File: config.mk
export PLATFORM = sky130hd
export DESIGN_NAME = crcfc_frame_check
export DESIGN_NICKNAME = d
export VERILOG_FILES = /design/src/sv/crcfc_pkg.sv /design/src/sv/crcfc_frame_check.sv
export SDC_FILE = /design/constraint.sdc
export NUM_CORES = 1
export LEC_CHECK = 0
export BUFFER_PORTS_ARGS = -buffer_cell sky130_fd_sc_hd__buf_2
export CORE_MARGIN = 3
export CORE_UTILIZATION = 60
export CTS_BUF_LIST = sky130_fd_sc_hd__clkbuf_2 sky130_fd_sc_hd__clkbuf_4 sky130_fd_sc_hd__clkbuf_8
export DETAILED_ROUTE_END_ITERATION = 12
export HOLD_SLACK_MARGIN = 0.12
export PLACE_DENSITY = 0.86
export SLEW_MARGIN = 10
export SYNTH_ARGS = -nofsm -noshare
export SYNTH_HDL_FRONTEND = slang
export SYNTH_SLANG_ARGS = --single-unit
export TNS_END_PERCENT = 50
File: constraint.sdc
create_clock -name clk -period 7.4 [get_ports clk]
set_input_delay 0.37 -clock clk [delete_from_list [all_inputs] [get_ports clk]]
set_output_delay 0.37 -clock clk [all_outputs]
set_load 0.02 [all_outputs]
File: src/sv/crcfc_pkg.sv
// Shared types, constants and the CRC step for the response frame checker.
package crcfc_pkg;

	localparam int unsigned MIN_FRAME_BYTES = 8;
	localparam int unsigned CNT_W           = 4;

	localparam logic [7:0]  NEG_RESP_CHAR = 8'h4E;  // 'N'
	localparam logic [16:0] LEN_EXTRA     = 17'd3;

	// Register map: word index taken from paddr[3:2]
	localparam logic [1:0] REG_POLY = 2'd0;
	localparam logic [1:0] REG_SEED = 2'd1;
	localparam logic [1:0] REG_CMD  = 2'd2;

	localparam logic [15:0] POLY_RESET = 16'h1021;
	localparam logic [15:0] SEED_RESET = 16'h0000;
	localparam logic [15:0] CMD_RESET  = 16'h0000;

	typedef enum logic [2:0] {
		CHK_OK        = 3'd0,
		CHK_SHORT     = 3'd1,
		CHK_CMD_MISM  = 3'd2,
		CHK_CRC_MISM  = 3'd3,
		CHK_NEG_RESP  = 3'd4
	} check_status_t;

	typedef struct packed {
		logic [15:0] poly;
		logic [15:0] seed;
		logic [15:0] cmd;
	} cfg_t;

	typedef struct packed {
		logic [15:0]   computed_crc;
		logic [16:0]   payload_length;
		logic [15:0]   device_status;
		check_status_t check_status;
	} result_t;

	// One byte through an MSB-first CRC-16, one bit per step
	function automatic logic [15:0] crc_byte(input logic [15:0] crc, input logic [7:0] b,
			input logic [15:0] poly);
		logic [15:0] c;
		logic        top;
		c = crc;
		for (int i = 7; i >= 0; i--) begin
			top = c[15] ^ b[i];
			c   = {c[14:0], 1'b0};
			if (top) begin
				c = c ^ poly;
			end
		end
		return c;
	endfunction

endpackage

File: src/sv/crcfc_frame_check.sv
// Per-frame state, byte-wide CRC update and end-of-frame checks.
module crcfc_frame_check (
	input  logic                 clk,
	input  logic                 arst_n,
	input  logic                 adv,
	input  logic [7:0]           rx_byte,
	input  logic                 frame_end,
	input  crcfc_pkg::cfg_t      cfg,
	output crcfc_pkg::result_t   res
);

	logic [crcfc_pkg::CNT_W-1:0] count_q;
	logic [15:0] crc_q;
	logic [7:0]  held0_q;
	logic [7:0]  held1_q;
	logic [15:0] len_q;
	logic        cmd_ok_q;
	logic        neg_q;
	logic [15:0] stat_q;

	logic [15:0] len_d;
	logic        cmd_ok_d;
	logic        neg_d;
	logic [15:0] stat_d;
	logic [15:0] crc_d;
	logic [15:0] rx_crc;
	logic        crc_live;

	always_comb begin
		len_d    = len_q;
		cmd_ok_d = cmd_ok_q;
		neg_d    = neg_q;
		stat_d   = stat_q;
		case (count_q)
			4'd1: len_d[15:8] = rx_byte;
			4'd2: len_d[7:0]  = rx_byte;
			4'd3: neg_d       = (rx_byte == crcfc_pkg::NEG_RESP_CHAR);
			4'd4: if (rx_byte != cfg.cmd[15:8]) cmd_ok_d = 1'b0;
			4'd5: if (rx_byte != cfg.cmd[7:0]) cmd_ok_d = 1'b0;
			4'd6: stat_d[15:8] = rx_byte;
			4'd7: stat_d[7:0]  = rx_byte;
			default: ;
		endcase
	end

	// CRC runs two bytes behind, so the trailing CRC bytes never enter it
	assign crc_live = (count_q >= 4'd2);
	assign crc_d    = crc_live
		? crcfc_pkg::crc_byte((count_q == 4'd2) ? cfg.seed : crc_q, held0_q, cfg.poly)
		: crc_q;
	assign rx_crc   = {held1_q, rx_byte};

	always_comb begin
		res.device_status  = stat_d;
		res.computed_crc   = crc_live ? crc_d : cfg.seed;
		res.payload_length = 17'd0;
		if (count_q < crcfc_pkg::CNT_W'(crcfc_pkg::MIN_FRAME_BYTES - 1)) begin
			res.check_status = crcfc_pkg::CHK_SHORT;
		end else if (!cmd_ok_d) begin
			res.check_status = crcfc_pkg::CHK_CMD_MISM;
		end else if (rx_crc != crc_d) begin
			res.check_status = crcfc_pkg::CHK_CRC_MISM;
		end else if (neg_d) begin
			res.check_status = crcfc_pkg::CHK_NEG_RESP;
		end else begin
			res.check_status   = crcfc_pkg::CHK_OK;
			res.payload_length = {1'b0, len_d} + crcfc_pkg::LEN_EXTRA;
		end
	end

	always_ff @(posedge clk or negedge arst_n) begin
		if (!arst_n) begin
			count_q  <= '0;
			crc_q    <= '0;
			held0_q  <= '0;
			held1_q  <= '0;
			len_q    <= '0;
			cmd_ok_q <= 1'b1;
			neg_q    <= 1'b0;
			stat_q   <= '0;
		end else if (adv) begin
			if (frame_end) begin
				// start over: next item is STX
				count_q  <= '0;
				crc_q    <= cfg.seed;
				held0_q  <= '0;
				held1_q  <= '0;
				len_q    <= '0;
				cmd_ok_q <= 1'b1;
				neg_q    <= 1'b0;
				stat_q   <= '0;
			end else begin
				if (count_q < crcfc_pkg::CNT_W'(crcfc_pkg::MIN_FRAME_BYTES)) begin
					count_q <= count_q + 1'b1;
				end
				crc_q    <= crc_d;
				held0_q  <= held1_q;
				held1_q  <= rx_byte;
				len_q    <= len_d;
				cmd_ok_q <= cmd_ok_d;
				neg_q    <= neg_d;
				stat_q   <= stat_d;
			end
		end
	end

endmodule

==> results.sh, run 1 <==
export IMPL_status="finished, final reports clean"
export IMPL_crit_reg2reg_capture="crc_q[8]"
export IMPL_r2r_start="count_q[0]"
export IMPL_cp_max_fo=21
export IMPL_slew_headroom_pct=40.3
export IMPL_clk_root_buffer_cell="clkbuf_8"
export IMPL_antenna_left=0
export IMPL_post_place_ws_ps=59.4
export IMPL_portBuffers=111
export IMPL_diodes=0
export IMPL_dpl_instance_area_um2=9320
export IMPL_synth_edf_count=0
export IMPL_final_common_cell="nand2_1"
export IMPL_slew_viol_final=0
export IMPL_antenna_found_initial=0
export IMPL_drc=0
export IMPL_hold_viol=0
export IMPL_fp_dieH_um=126
export IMPL_num_vias=9740
export IMPL_ys_types=94
export IMPL_fin_util_pct=70.8
export IMPL_wl_mm=30.4
export IMPL_cp_required_ps=7030
export IMPL_hold_class="primary input to asynchronous set/reset pin"
export IMPL_fmax_mhz=139
export IMPL_endpoint_kind="primary output"
export IMPL_syn_inst=1169
export IMPL_nNetsFinal=1292
export IMPL_maxCapViolCount=0
export IMPL_dp_hpwl_mm=21.6
export IMPL_viasPerCell=6.90
export IMPL_path_class="flip-flop to primary output"
export IMPL_worstSetupStartpoint="count_q[0]"
export IMPL_clkTransAtPathRegs_ps=80
export IMPL_p_leak_nw=4.23
export IMPL_ys_ff_latch=70
export IMPL_rows=43
export IMPL_gr_total_overflow=0
export IMPL_die_w_um=126
export IMPL_yosysSeqAreaShare_pct=20.1
export IMPL_grt_start_max_net_pins=71
export IMPL_die_area_um2=16000
export IMPL_grt_pass1_vias=8855
export IMPL_grt_pass1_wl_mm=47.8
export IMPL_cts_inserted_buffers=9
export IMPL_cts_hold_buffers=0
export IMPL_start_util_pct=62.0
export IMPL_r2r_slack_ps=1780
export IMPL_clkSinkCount=70
export IMPL_post_drt_wl_per_cell_um=21.5
export IMPL_p_per_area_nw_per_um2=610
export IMPL_ir_drop_mv=0.635
export IMPL_synth_nets=1234
export IMPL_fin_skew_ps=9.01
export IMPL_drive_gt1_share_pct=21.1
export IMPL_core_um2=14000
export IMPL_start_kind="flip-flop"
export IMPL_ioPinCount=112
export IMPL_dr_pass1_iters=6
export IMPL_drt_iter0_drc=1661
export IMPL_setup_ws_ps=200
export IMPL_cts_tree="done"
export IMPL_rr_worst_depth=21
export IMPL_yosys_warnings=0
export IMPL_gr_usage_all_layers_pct=36.5
export IMPL_clock_path_buffers=2
export IMPL_syn_cell_area_um2=8710
export IMPL_synthFlopType="dfrtp_1"
export IMPL_syn2layout_area_growth_pct=14.2
export IMPL_cts_max_level=3
export IMPL_insertion_delay_ps=350
export IMPL_final_cell_mix="nand2_1, buf_2, nor2_1"
export IMPL_globalplace_congestion=0.988
export IMPL_period_share_pct=97.3
export IMPL_final_area_um2=9950
export IMPL_fillCellCount=1108
export IMPL_async_flop_share_pct=100
export IMPL_syn_area_per_cell_um2=7.45
export IMPL_min_period_ps=7200
export IMPL_critPathArrivalTime_ps=6830
export IMPL_tightestPinTransition_ps=895
export IMPL_setup_viol=0
[Yosys cell counts (16+ instances only)]
library cell	count	area, um2
dfrtp_1	69	1730
nand2_1	157	589
o21ai_0	88	440
clkbuf_1	82	308
inv_1	32	120
nand3_1	38	190
a32oi_1	23	201
mux2_2	16	180
mux2i_1	34	340
a21oi_1	46	230
nor3_1	25	125
a211oi_1	18	135
xnor2_1	66	578
nor2_1	109	409
xor2_1	45	394
[critical path: stages, from the launching register on]
cell       delay [ps]
dfrtp_1           440
inv_1             140
ha_4              200
or3b_4            460
a211o_4           390
and2_4            250
a31o_4            310
or3_4             440
nand4_1           210
o21ai_1           200
o2bb2ai_2         310
a211o_1           270
a31oi_4           120
buf_4             190
or3_1             380
xnor3_1           420
a22o_1            200
a221oi_1          280
o221a_2           250
nor4b_4           180
buf_4             190
nand3_4           140
nor4b_4           300
buf_2             200
[how the worst max path moves through the flow]
stage / to / slack (ps) / cells after the start
after floorplan: res[20] / 930 / 23
after global placement: res[35] / 320 / 22
final: res[35] / 200 / 23
after detailed placement: res[35] / 60 / 23
after global routing: res[35] / -60 / 24
after CTS: res[35] / 30 / 21
[kinds of logic after synthesis]
kind of cell,after synthesis,share of synthesized area [%]
AOI/OAI and AO/OA,352,28.6
xor gates and xnor gates,124,14.4
adders and majority gates,5,0.718
buffers and inverters,137,6.28
DFF,70,20.1
muxes,50,5.98
and+or+nand+nor,431,23.8
[registers in the layout, indices dropped and copies added, names as in the netlist]
signal,count
cmd_ok_q,1
count_q,4
crc_q,16
held0_q,8
held1_q,8
len_q,16
neg_q,1
stat_q,16
[power by group]
group	internal, mW	switching (mW)
Sequential	0.441	0.0750
Combinational	2.12	3.07
Clock	0.208	0.150
Total	2.77	3.30
[repair_timing]
action                     CTS  global route
pin swaps                    2             5
setup endpoints to repair   19            20
buffers inserted             1             7
gates cloned                 0             1
resized for setup            7            52
[cell type report]
| class | instances | area (um2) | area share, % |
|---|---|---|---|
| multi-input combinational | 962 | 6740 | 67.8 |
| sequential | 70 | 1750 | 17.6 |
| inverter | 32 | 120 | 1.21 |
| clock buffer | 11 | 151 | 1.52 |
| timing repair buffer | 152 | 871 | 8.76 |
| tap | 180 | 225 | 2.26 |
| clock inverter | 5 | 81.3 | 0.818 |
[per-layer routing]
metal  track usage, %  vias to the layer above  wire length (um)
li1                 -                     4389                 -
met1             51.2                     4511             11900
met3             7.07                      137              3690
met2             55.3                      703             13300
met5                0                        -                 0
met4             14.9                        0              1450
[through the flow]
stage               power [mW]  hold slack, ps  instances  setup TNS, ps
global route              6.46             288       1412           -271
detailed placement        5.16             466       1387              0
global placement          5.11             457       1387              0
CTS                       5.57             249       1404              0
finish                    6.06             222       1412              0
floorplan                 4.10            74.4       1169              0
Note: power is estimated with default switching activity, not from simulation.
==> run 2, diff against run 1 <==
==> constraint.sdc (replaced) <==
create_clock -name clk -period 7.4 [get_ports clk]
set_input_delay 0.74 -clock clk [delete_from_list [all_inputs] [get_ports clk]]
set_output_delay 0.74 -clock clk [all_outputs]
set_load 0.02 [all_outputs]
==> run 2 against run 1 <==
The flow now finishes with violations (setup timing). Sequential power is 2% lower. Critical path type unchanged. Combinational power is 7.7% higher. Worst hold slack better by 260 ps. First-iteration DRC count is 3.1% lower.
==> results.sh, run 2 (same netlist as run 1, synthesis figures left out) <==
export IMPL_start_util_pct=62.0
export IMPL_p_int_mw=2.99
export IMPL_antenna_found_initial=0
export IMPL_path_class="flip-flop to primary output"
export IMPL_dpl_instance_area_um2=9450
export IMPL_fin_skew_ps=8.90
export IMPL_gr_total_overflow=0
export IMPL_grt_start_max_net_pins=71
export IMPL_rows=43
export IMPL_seqPwrFrac_pct=7.9
export IMPL_drive_gt1_share_pct=24.5
export IMPL_start_kind="flip-flop"
export IMPL_min_from="stat_q[14]"
export IMPL_grt_pass1_vias=8870
export IMPL_clkSinkCount=70
export IMPL_maxCapViolCount=0
export IMPL_fillCellCount=1076
export IMPL_final_cell_mix="nand2_1, buf_2, nor2_1"
export IMPL_fp_dieH_um=126
export IMPL_post_place_ws_ps=200
export IMPL_p_clk_share_pct=4.9
export IMPL_p_per_area_nw_per_um2=622
export IMPL_combPwrFrac_pct=87.2
export IMPL_period_share_pct=101
export IMPL_slew_headroom_pct=25.7
export IMPL_hold_viol=0
export IMPL_dr_pass1_iters=6
export IMPL_cts_inserted_buffers=9
export IMPL_dp_hpwl_mm=21.4
export IMPL_clock_path_buffers=2
export IMPL_cts_max_level=3
export IMPL_seq_area_um2=1750
export IMPL_die_area_um2=16000
export IMPL_globalplace_congestion=0.956
export IMPL_cp_required_ps=6660
export IMPL_failed_checks="setup timing"
export IMPL_min_period_ps=7450
export IMPL_switching_share_pct=53.4
export IMPL_syn2layout_area_growth_pct=18.3
export IMPL_portBuffers=111
export IMPL_hold_class="flip-flop to flip-flop"
export IMPL_dp_cells=1405
export IMPL_cts_tree="done"
export IMPL_ir_drop_mv=0.682
export IMPL_tightestPinTransition_ps=1110
export IMPL_post_drt_wl_per_cell_um=21.5
export IMPL_drt_iter0_drc=1610
export IMPL_antenna_left=0
export IMPL_clk_root_buffer_cell="clkbuf_8"
export IMPL_critPathArrivalTime_ps=6710
export IMPL_endpoint_kind="primary output"
export IMPL_diodes=0
export IMPL_slew_viol_final=0
export IMPL_r2r_start="count_q[0]"
export IMPL_num_vias=9966
export IMPL_ioPinCount=112
export IMPL_fin_cells=1446
export IMPL_setup_viol=2
export IMPL_top_regs="crc_q: 16 flops, len_q: 16 flops, stat_q: 16 flops"
export IMPL_clkTransAtPathRegs_ps=80
export IMPL_grt_pass1_wl_mm=46.6
export IMPL_worstSetupStartpoint="count_q[0]"
export IMPL_power_mw=6.41
export IMPL_nNetsFinal=1326
export IMPL_cts_hold_buffers=0
export IMPL_status="complete, but fails checks"
export IMPL_drc=0
export IMPL_multi_input_area_um2=6890
export IMPL_p_leak_nw=4.40
export IMPL_wl_mm=31.1
export IMPL_final_area_um2=10300
export IMPL_cp_max_fo=9
export IMPL_setup_ws_ps=-47.3
export IMPL_switching_power_mw=3.42
export IMPL_insertion_delay_ps=360
export IMPL_core_um2=14000
export IMPL_die_w_um=126
export IMPL_gr_usage_all_layers_pct=35.7
export IMPL_viasPerCell=6.89
export IMPL_final_common_cell="nand2_1"
export IMPL_fin_tns_setup_ps=-76.7
export IMPL_fmax_mhz=134
==> run 2: worst paths after layout <==
check                           slack [ps]         end  cells after the start
worst max-delay path                   -50     res[20]                     24
worst min-delay path                   480  stat_q[14]                      2
worst max register to register        1820    crc_q[8]                     20
worst min register to register         480  stat_q[14]                      2
max in group asynchronous             6230  held0_q[2]                      2
min in group asynchronous              580  stat_q[13]                      2
==> run 2: power groups by stage <==
| stage | Sequential, mW | Combinational, mW | Clock, mW |
|---|---|---|---|
| finish | 0.508 | 5.59 | 0.311 |
| floorplan | 0.487 | 3.61 | 0 |
| global route | 0.514 | 5.95 | 0.328 |
| detailed placement | 0.509 | 4.77 | 0 |
| global placement | 0.506 | 4.70 | 0 |
| CTS | 0.503 | 4.85 | 0.309 |
==> run 2: final cells by class <==
class | instances | share of cell area (%)
Multi-Input combinational cell | 965 | 66.8
Sequential cell | 70 | 17.0
Timing Repair Buffer | 183 | 10.9
Tap cell | 180 | 2.19
Clock buffer | 14 | 1.81
Inverter | 32 | 1.17
Clock inverter | 2 | 0.134
==> run 2: per-stage QoR <==
step	utilization, %	hold slack, ps
global route	73.4	508
floorplan	-	444
CTS	69.2	482
detailed placement	67.3	466
global placement	67.3	457
finish	73.4	478
==> run 2: per-layer routing <==
layer | vias up | track usage [%] | routed length, um
met1 | 4575 | 49.7 | 11800
li1 | 4467 | - | -
met5 | - | 0 | 0
met4 | 0 | 13.1 | 1380
met3 | 136 | 7.92 | 4030
met2 | 788 | 54.7 | 13800
==> run 2: critical path: stages, from the launching register on <==
cell and delay (ps):
dfrtp_1 420, inv_1 110, ha_1 170, or3b_4 450
a211o_4 390, a2111oi_1 480, a31o_2 350, buf_4 170
nor4_1 40, nor3_1 310, o32ai_1 200, nor3_2 280
or2_2 210, a31oi_1 40, buf_4 180, buf_4 150
nor3b_1 210, xnor3_2 520, xnor2_1 270, o221ai_2 200
a2111oi_4 380, buf_6 190, nand3_1 120, nor4_1 260
buf_2 240
==> run 2: repair_timing <==
item                                   in CTS  in global routing
endpoints found under the hold margin       0                  0
setup buffers                               4                 18
gates resized for setup                     6                 79
setup endpoints to repair                  18                 20
pin swaps                                   2                 20
cloned                                      0                  3
